[config.mk]
export PLATFORM = sky130hd
export DESIGN_NAME = serial_line_editor_core
export DESIGN_NICKNAME = d
export VERILOG_FILES = /design/src/sv/sle_pkg.sv /design/src/sv/serial_line_editor_core.sv /design/src/sv/sle_front.sv /design/src/sv/sle_queue.sv /design/src/sv/sle_back.sv
export SDC_FILE = /design/constraint.sdc
export NUM_CORES = 2
export LEC_CHECK = 0
export ABC_AREA = 1
export BUFFER_PORTS_ARGS = -buffer_cell sky130_fd_sc_hd__buf_2
export CORE_MARGIN = 2
export CORE_UTILIZATION = 30
export CTS_BUF_LIST = sky130_fd_sc_hd__clkbuf_2 sky130_fd_sc_hd__clkbuf_4 sky130_fd_sc_hd__clkbuf_8
export CTS_CLUSTER_DIAMETER = 80
export CTS_CLUSTER_SIZE = 25
export DETAILED_ROUTE_END_ITERATION = 7
export GPL_ROUTABILITY_DRIVEN = 0
export HOLD_SLACK_MARGIN = 0.02
export MAX_ROUTING_LAYER = met4
export PLACE_DENSITY = 0.51
export SLEW_MARGIN = 25
export SYNTH_ARGS = -nofsm -noshare
export SYNTH_HDL_FRONTEND = slang
export SYNTH_HIERARCHICAL = 1
export SYNTH_SLANG_ARGS = --single-unit
[constraint.sdc]
create_clock -name clk -period 30.7 [get_ports clk]
set_clock_uncertainty 0.2 [all_clocks]
set_input_delay 3.07 -clock clk [delete_from_list [all_inputs] [get_ports clk]]
set_output_delay 3.07 -clock clk [all_outputs]
set_load 0.02 [all_outputs]
[src/sv/sle_pkg.sv]
// ----------------------------------------------------------------------------
// Serial line editor package
// Types, character codes and status codes shared by the editor modules.
// ----------------------------------------------------------------------------
package sle_pkg;

  localparam int BUFFER_DEPTH = 256;
  localparam int ADDR_W       = $clog2(BUFFER_DEPTH);
  localparam int COUNT_W      = 9;
  localparam int QUEUE_DEPTH  = 4;
  localparam int QPTR_W       = $clog2(QUEUE_DEPTH);

  localparam logic [COUNT_W-1:0] LIMIT_RESET = COUNT_W'(200);
  localparam logic [COUNT_W-1:0] LIMIT_MIN   = COUNT_W'(2);
  localparam logic [COUNT_W-1:0] LIMIT_MAX   = COUNT_W'(BUFFER_DEPTH);

  localparam logic [7:0] CH_CTRLQ = 8'h11;
  localparam logic [7:0] CH_CTRLS = 8'h13;
  localparam logic [7:0] CH_DEL   = 8'h7F;
  localparam logic [7:0] CH_BS    = 8'h08;
  localparam logic [7:0] CH_CR    = 8'h0D;
  localparam logic [7:0] CH_LF    = 8'h0A;
  localparam logic [7:0] CH_ESC   = 8'h1B;
  localparam logic [7:0] CH_SPACE = 8'h20;

  localparam logic OP_CHAR = 1'b0;
  localparam logic OP_READ = 1'b1;

  localparam logic [1:0] ST_PENDING = 2'd0;
  localparam logic [1:0] ST_ENDED   = 2'd1;
  localparam logic [1:0] ST_CANCEL  = 2'd2;
  localparam logic [1:0] ST_READ    = 2'd3;

  typedef struct packed {
    logic       op;
    logic [7:0] char_in;
    logic [7:0] read_index;
  } sle_in_t;

  typedef struct packed {
    logic       echo_valid;
    logic [7:0] echo_byte;
    logic [1:0] line_status;
    logic [7:0] line_length;
    logic [7:0] read_data;
    logic       last;
  } sle_out_t;

  // one classified item: erase expands to backspace, space, backspace
  typedef struct packed {
    logic       erase;
    logic       echo_valid;
    logic [7:0] echo_byte;
    logic [1:0] line_status;
    logic [7:0] line_length;
    logic [7:0] read_data;
  } sle_cmd_t;

endpackage

[src/sv/serial_line_editor_core.sv]
// ----------------------------------------------------------------------------
// Serial line editor core
// Terminal line editing with echo, erase, cancel and line readback.
// ----------------------------------------------------------------------------
// An item enters every cycle while the command queue has room. Each item
// yields one result beat, except an erase on a non-empty line, which yields
// three (backspace, space, backspace); the back end sends one beat a cycle
// while the output is ready. The first result of an item passes through
// classify and store access, the queue and the output register. A read
// returns the line store as left by all earlier items. The line store needs
// no clearing after reset; the configuration port is always ready and must
// be written only while idle.
module serial_line_editor_core import sle_pkg::*; (
  input  logic               clk,
  input  logic               rst,
  input  logic               cfg_valid,
  output logic               cfg_ready,
  input  logic [COUNT_W-1:0] cfg_data,
  input  logic               in_valid,
  output logic               in_ready,
  input  sle_in_t            in_item,
  output logic               out_valid,
  input  logic               out_ready,
  output sle_out_t           out_item
);

  logic     f_valid;
  logic     f_ready;
  sle_cmd_t f_cmd;
  logic     q_valid;
  logic     q_ready;
  sle_cmd_t q_cmd;

  assign cfg_ready = 1'b1;

  sle_front u_front (
    .clk       (clk),
    .rst       (rst),
    .cfg_valid (cfg_valid),
    .cfg_data  (cfg_data),
    .in_valid  (in_valid),
    .in_ready  (in_ready),
    .in_item   (in_item),
    .cmd_valid (f_valid),
    .cmd_ready (f_ready),
    .cmd       (f_cmd)
  );

  sle_queue u_queue (
    .clk        (clk),
    .rst        (rst),
    .push_valid (f_valid),
    .push_ready (f_ready),
    .push_data  (f_cmd),
    .pop_valid  (q_valid),
    .pop_ready  (q_ready),
    .pop_data   (q_cmd)
  );

  sle_back u_back (
    .clk       (clk),
    .rst       (rst),
    .cmd_valid (q_valid),
    .cmd_ready (q_ready),
    .cmd       (q_cmd),
    .out_valid (out_valid),
    .out_ready (out_ready),
    .out_item  (out_item)
  );

endmodule

[src/sv/sle_front.sv]
// ----------------------------------------------------------------------------
// Serial line editor front end
// Accepts items, keeps the line store and count, and classifies each item.
// ----------------------------------------------------------------------------
module sle_front import sle_pkg::*; (
  input  logic               clk,
  input  logic               rst,
  input  logic               cfg_valid,
  input  logic [COUNT_W-1:0] cfg_data,
  input  logic               in_valid,
  output logic               in_ready,
  input  sle_in_t            in_item,
  output logic               cmd_valid,
  input  logic               cmd_ready,
  output sle_cmd_t           cmd
);

  logic [7:0]         line_store [BUFFER_DEPTH];
  logic [COUNT_W-1:0] line_limit;
  logic [COUNT_W-1:0] char_count;
  logic [COUNT_W-1:0] char_count_next;
  logic [COUNT_W-1:0] lim_eff;
  logic [COUNT_W-1:0] end_at;
  logic [COUNT_W-1:0] cnt_dec;
  logic [COUNT_W-1:0] cnt_dec2;
  logic [COUNT_W-1:0] cnt_inc;
  logic [COUNT_W-1:0] pos_end;
  logic [7:0]         ch;
  logic               wr_en;
  logic [ADDR_W-1:0]  wr_addr;
  logic [7:0]         wr_data;
  logic [7:0]         rd_data;
  logic               accept;
  sle_cmd_t           cmd_new;
  sle_cmd_t           stg_cmd;
  logic               stg_valid;
  logic               stg_read;

  assign accept   = in_valid && in_ready;
  assign in_ready = !stg_valid || cmd_ready;

  always_comb begin
    if (line_limit < LIMIT_MIN) begin
      lim_eff = LIMIT_MIN;
    end else if (line_limit > LIMIT_MAX) begin
      lim_eff = LIMIT_MAX;
    end else begin
      lim_eff = line_limit;
    end
  end

  assign end_at   = lim_eff - COUNT_W'(1);
  assign cnt_dec  = char_count - COUNT_W'(1);
  assign cnt_dec2 = char_count - COUNT_W'(2);
  assign cnt_inc  = char_count + COUNT_W'(1);
  assign pos_end  = (char_count == '0) ? '0 : cnt_dec;
  assign ch       = (in_item.char_in == CH_CR) ? CH_LF : in_item.char_in;

  always_comb begin
    cmd_new         = '0;
    char_count_next = char_count;
    wr_en           = 1'b0;
    wr_addr         = char_count[ADDR_W-1:0];
    wr_data         = '0;
    if (in_item.op == OP_READ) begin
      cmd_new.line_status = ST_READ;
    end else if (ch == CH_BS || ch == CH_DEL) begin
      if (char_count != '0) begin
        cmd_new.erase      = 1'b1;
        cmd_new.echo_valid = 1'b1;
        cmd_new.echo_byte  = CH_BS;
        if (cnt_dec < end_at) begin
          char_count_next = cnt_dec;
        end else begin
          // limit was lowered: erasing still ends the line
          wr_en               = 1'b1;
          wr_addr             = cnt_dec2[ADDR_W-1:0];
          char_count_next     = '0;
          cmd_new.line_status = ST_ENDED;
          cmd_new.line_length = cnt_dec2[7:0];
        end
      end
    end else if (ch == CH_ESC) begin
      wr_en               = 1'b1;
      wr_addr             = '0;
      char_count_next     = '0;
      cmd_new.echo_valid  = 1'b1;
      cmd_new.echo_byte   = CH_CR;
      cmd_new.line_status = ST_CANCEL;
    end else if (ch == CH_CTRLQ || ch == CH_CTRLS) begin
      if (char_count >= end_at) begin
        wr_en               = 1'b1;
        wr_addr             = pos_end[ADDR_W-1:0];
        char_count_next     = '0;
        cmd_new.line_status = ST_ENDED;
        cmd_new.line_length = pos_end[7:0];
      end
    end else begin
      cmd_new.echo_valid = 1'b1;
      cmd_new.echo_byte  = ch;
      wr_en              = 1'b1;
      if (cnt_inc < end_at && ch != CH_LF) begin
        wr_data         = ch;
        char_count_next = cnt_inc;
      end else begin
        // terminator (zero) is stored in place of the character
        char_count_next     = '0;
        cmd_new.line_status = ST_ENDED;
        cmd_new.line_length = char_count[7:0];
      end
    end
  end

  always_ff @(posedge clk) begin
    if (rst) begin
      line_limit <= LIMIT_RESET;
      char_count <= '0;
      stg_valid  <= 1'b0;
    end else begin
      if (cfg_valid) begin
        line_limit <= cfg_data;
      end
      if (accept) begin
        char_count <= char_count_next;
        stg_valid  <= 1'b1;
      end else if (cmd_ready) begin
        stg_valid <= 1'b0;
      end
    end
  end

  always_ff @(posedge clk) begin
    if (accept && wr_en) begin
      line_store[wr_addr] <= wr_data;
    end
    if (accept) begin
      rd_data  <= line_store[in_item.read_index[ADDR_W-1:0]];
      stg_cmd  <= cmd_new;
      stg_read <= (in_item.op == OP_READ);
    end
  end

  assign cmd_valid = stg_valid;

  always_comb begin
    cmd           = stg_cmd;
    cmd.read_data = stg_read ? rd_data : 8'd0;
  end

endmodule

[src/sv/sle_queue.sv]
// ----------------------------------------------------------------------------
// Serial line editor command queue
// Short FIFO that decouples classification from result expansion.
// ----------------------------------------------------------------------------
module sle_queue import sle_pkg::*; (
  input  logic     clk,
  input  logic     rst,
  input  logic     push_valid,
  output logic     push_ready,
  input  sle_cmd_t push_data,
  output logic     pop_valid,
  input  logic     pop_ready,
  output sle_cmd_t pop_data
);

  sle_cmd_t            entries [QUEUE_DEPTH];
  logic [QPTR_W-1:0]   wr_ptr;
  logic [QPTR_W-1:0]   rd_ptr;
  logic [QPTR_W:0]     fill;
  logic                push;
  logic                pop;

  assign push_ready = (fill != (QPTR_W+1)'(QUEUE_DEPTH));
  assign pop_valid  = (fill != '0);
  assign push       = push_valid && push_ready;
  assign pop        = pop_valid && pop_ready;
  assign pop_data   = entries[rd_ptr];

  always_ff @(posedge clk) begin
    if (rst) begin
      wr_ptr <= '0;
      rd_ptr <= '0;
      fill   <= '0;
    end else begin
      if (push) begin
        wr_ptr <= wr_ptr + QPTR_W'(1);
      end
      if (pop) begin
        rd_ptr <= rd_ptr + QPTR_W'(1);
      end
      if (push && !pop) begin
        fill <= fill + (QPTR_W+1)'(1);
      end else if (pop && !push) begin
        fill <= fill - (QPTR_W+1)'(1);
      end
    end
  end

  always_ff @(posedge clk) begin
    if (push) begin
      entries[wr_ptr] <= push_data;
    end
  end

endmodule

[src/sv/sle_back.sv]
// ----------------------------------------------------------------------------
// Serial line editor back end
// Expands each command into one or three result beats.
// ----------------------------------------------------------------------------
module sle_back import sle_pkg::*; (
  input  logic     clk,
  input  logic     rst,
  input  logic     cmd_valid,
  output logic     cmd_ready,
  input  sle_cmd_t cmd,
  output logic     out_valid,
  input  logic     out_ready,
  output sle_out_t out_item
);

  sle_cmd_t   cur;
  logic       cur_valid;
  logic [1:0] beat;
  logic       final_beat;
  logic       fire;
  logic       take;

  localparam logic [1:0] BEAT_LAST_ERASE = 2'd2;
  localparam logic [1:0] BEAT_SPACE      = 2'd1;

  assign final_beat = !cur.erase || (beat == BEAT_LAST_ERASE);
  assign fire       = cur_valid && out_ready;
  assign take       = !cur_valid || (fire && final_beat);
  assign cmd_ready  = take;
  assign out_valid  = cur_valid;

  always_ff @(posedge clk) begin
    if (rst) begin
      cur_valid <= 1'b0;
      beat      <= '0;
    end else if (take) begin
      cur_valid <= cmd_valid;
      beat      <= '0;
    end else if (fire) begin
      beat <= beat + 2'd1;
    end
  end

  always_ff @(posedge clk) begin
    if (take) begin
      cur <= cmd;
    end
  end

  always_comb begin
    out_item            = '0;
    out_item.echo_valid = cur.echo_valid;
    out_item.echo_byte  = (cur.erase && beat == BEAT_SPACE) ? CH_SPACE : cur.echo_byte;
    out_item.last       = final_beat;
    if (final_beat) begin
      out_item.line_status = cur.line_status;
      out_item.line_length = cur.line_length;
      out_item.read_data   = cur.read_data;
    end
  end

endmodule

==> metrics <==
# hold bufs at CTS=0; met1 Use GR=0.242; chip width=555 µm; clock-pin slew on the worst setup and hold paths=0.15 ns; CP required=31.37 ns; area leader, netlist=edfxtp_1; Antenna Nets Post-Route=0; Synth top cells by count=2217 x edfxtp_1, 1824 x nor2_1, 1396 x o21ai_0; reg2reg path depth=23; Clk Tree Root Cell=clkbuf_8; largest net degree at the start of global routing=200; Cells after Synth=7280; main area contributors after synthesis=edfxtp_1 73%, o21ai_0 7.7%, nor2_1 7.5%; Synth Net Count=7341; IR drop worst, VDD=0.0000416 V; Final Hold Slack=0.303 ns; Leak=30.3 nW; Die Y=555 µm; crit path DAT=9.76 ns; Iter 0 DRT Violations=6670; sequential share of the synthesized area=0.738; initial antenna violation count=14; mean post-synth cell area=12.5 µm²; Global Route met3 Usage=0.0201; Post-Route Setup TNS=0 ns; wire length per cell=24.3 µm; DRT Pass-1 Iters=6; Async SR Flop Fraction=0; total track usage=0.174; unrepaired setup endpoints after global routing=no; nets@finish=7109; most frequent cell after synthesis=edfxtp_1; H-tree Lvls=3; worst slew pin tran=1.13 ns; vias in the first global route=55400; Final Setup Violations=0; post-DP HPWL=152000 µm; CTS Sinks=2248; r2r setup slk=24.36 ns; Synth top area share=0.731; Total Power=0.00562 W; CP Class=in -> reg; max-slew violation count=0; busiest grt layer=met2; Layout Area Growth over Synthesis=7.39%; Synth Flop Type=edfxtp_1; PD cells=57.5 nW/µm²; Post-CTS Resized=0; Site Rows=202; Die ar.=308000 µm²; FMAX=110 MHz; CTS tree=done; core region area=303000 µm²; Final Hold Violating Endpoints=0; Final min period=9.09 ns; Clock Latency Late Sink=1.02 ns; number of max-cap violations=0; mapped cell area=91100 µm²; met2 usage=0.272; clock buffer depth=3; Initial Utilization=0.301; cts bufs inserted=119; Post-synth EDFFs=2217; crit path launch type=input pin; CP Max Fanout=96; Vias/cell=5.29; drt drc=0; Final Cycle Share=0.296; drt total wl=269000 µm; FF+latch count, synth=2248; postcts setup bufs=0; Slew headroom=0.248; num ports=62; hold crit path type=reg -> reg; outcome=finished, final reports clean; kind of end point of the critical path=register; via count=58700; global-route wire length before repair=392000 µm; Ys Warns=6; Worst Hold Depth=0; share of cells above drive strength 1=0.0668; I/O Buffers=60; Synth cell types=54; GRT overflow=0
[power by group]
group          leakage, nW  switching [W]  internal [W]
Clock                 1.28        0.00100      0.000468
Combinational         8.46       0.000515      0.000159
Sequential            20.6      0.0000227       0.00346
[placed cells by master, fill, tap and decap left out, types with 30 or more instances in the layout]
cell         n
buf_2       56
inv_1      125
buf_4       88
o21ai_0   1396
edfxtp_1  2217
nand2_1    156
o22ai_1    666
dfxtp_1     30
nand3_1     62
a21oi_1     36
clkbuf_8   120
nor2_1    1817
o32ai_1     38
[metrics by stage]
step / utilization / instances / setup WS [ns] / cell area, µm²
6_report: 0.323 / 11100 / 21.61 / 97800
5_1_grt: 0.323 / 11100 / 21.32 / 97800
4_1_cts: 0.323 / 11100 / 21.96 / 97700
3_5_place_dp: 0.315 / 10900 / 20.82 / 95200
3_3_place_gp: 0.314 / 10900 / 20.82 / 95100
2_1_floorplan: - / 7280 / 14.31 / 91100
[final timing paths]
check / startpoint / to
worst max-delay path: in_item[0] / u_front/rd_data[0]
worst min-delay path: u_front/cmd[18] / u_queue/entries[2][18]
worst max register to register: u_front/char_count[0] / u_front/line_store[114][7]
worst min register to register: u_front/cmd[18] / u_queue/entries[2][18]
[cells by family (layout without fill, tap and decap cells)]
group | count (synthesis) | count (layout) | synth area share
simple gates | 2152 | 2152 | 0.0955
mux | 1 | 1 | 0.000110
buf+inv | 656 | 502 | 0.0294
compound gates | 2175 | 2175 | 0.131
other cells | 1 | 2 | 0.0000412
fa+ha+maj | 30 | 30 | 0.00420
flops | 2248 | 2248 | 0.738
xor+xnor | 17 | 17 | 0.00164
[layer usage]
layer / wire [µm] / share of wire
met3: 18100 / 0.067
met5: 0 / 0
met2: 125000 / 0.47
met1: 120000 / 0.44
met4: 6140 / 0.023
[state kept, by name, indices dropped and copies added, names as in the netlist, named ones only]
name,cells
u_queue/entries,112
u_queue/fill,3
u_front/stg_read,1
u_back/beat,2
u_front/line_limit,9
u_back/cur,27
u_front/rd_data,8
u_queue/wr_ptr,2
u_queue/rd_ptr,2
u_back/out_valid,1
u_back/out_item,1
u_front/cmd,20
u_front/cmd_valid,1
u_front/char_count,9
u_front/line_store,2048
[critical path, stage by stage]
cell and delay (ns):
buf_8 0.22, inv_8 0.46, buf_4 0.78, buf_4 0.84, buf_4 0.66, buf_4 0.83
buf_4 0.76, o21ai_0 0.17, o22ai_1 0.17, o21ai_0 0.11, o22ai_1 0.21, nor2_1 0.07
o32ai_1 0.61, o21ai_0 0.22, o22ai_1 0.20
[final cells by class]
class / instances / area, µm²
flip-flops and latches: 2248 / 67200
multi-input cells: 4376 / 21300
inverters: 143 / 568
well taps: 3978 / 4980
clock inverters: 73 / 866
diodes: 1 / 2.50
clock buffers: 126 / 1700
repair buffers: 160 / 1220
fillers: 29800 / 205000
Power figures use the tool's default switching activity.
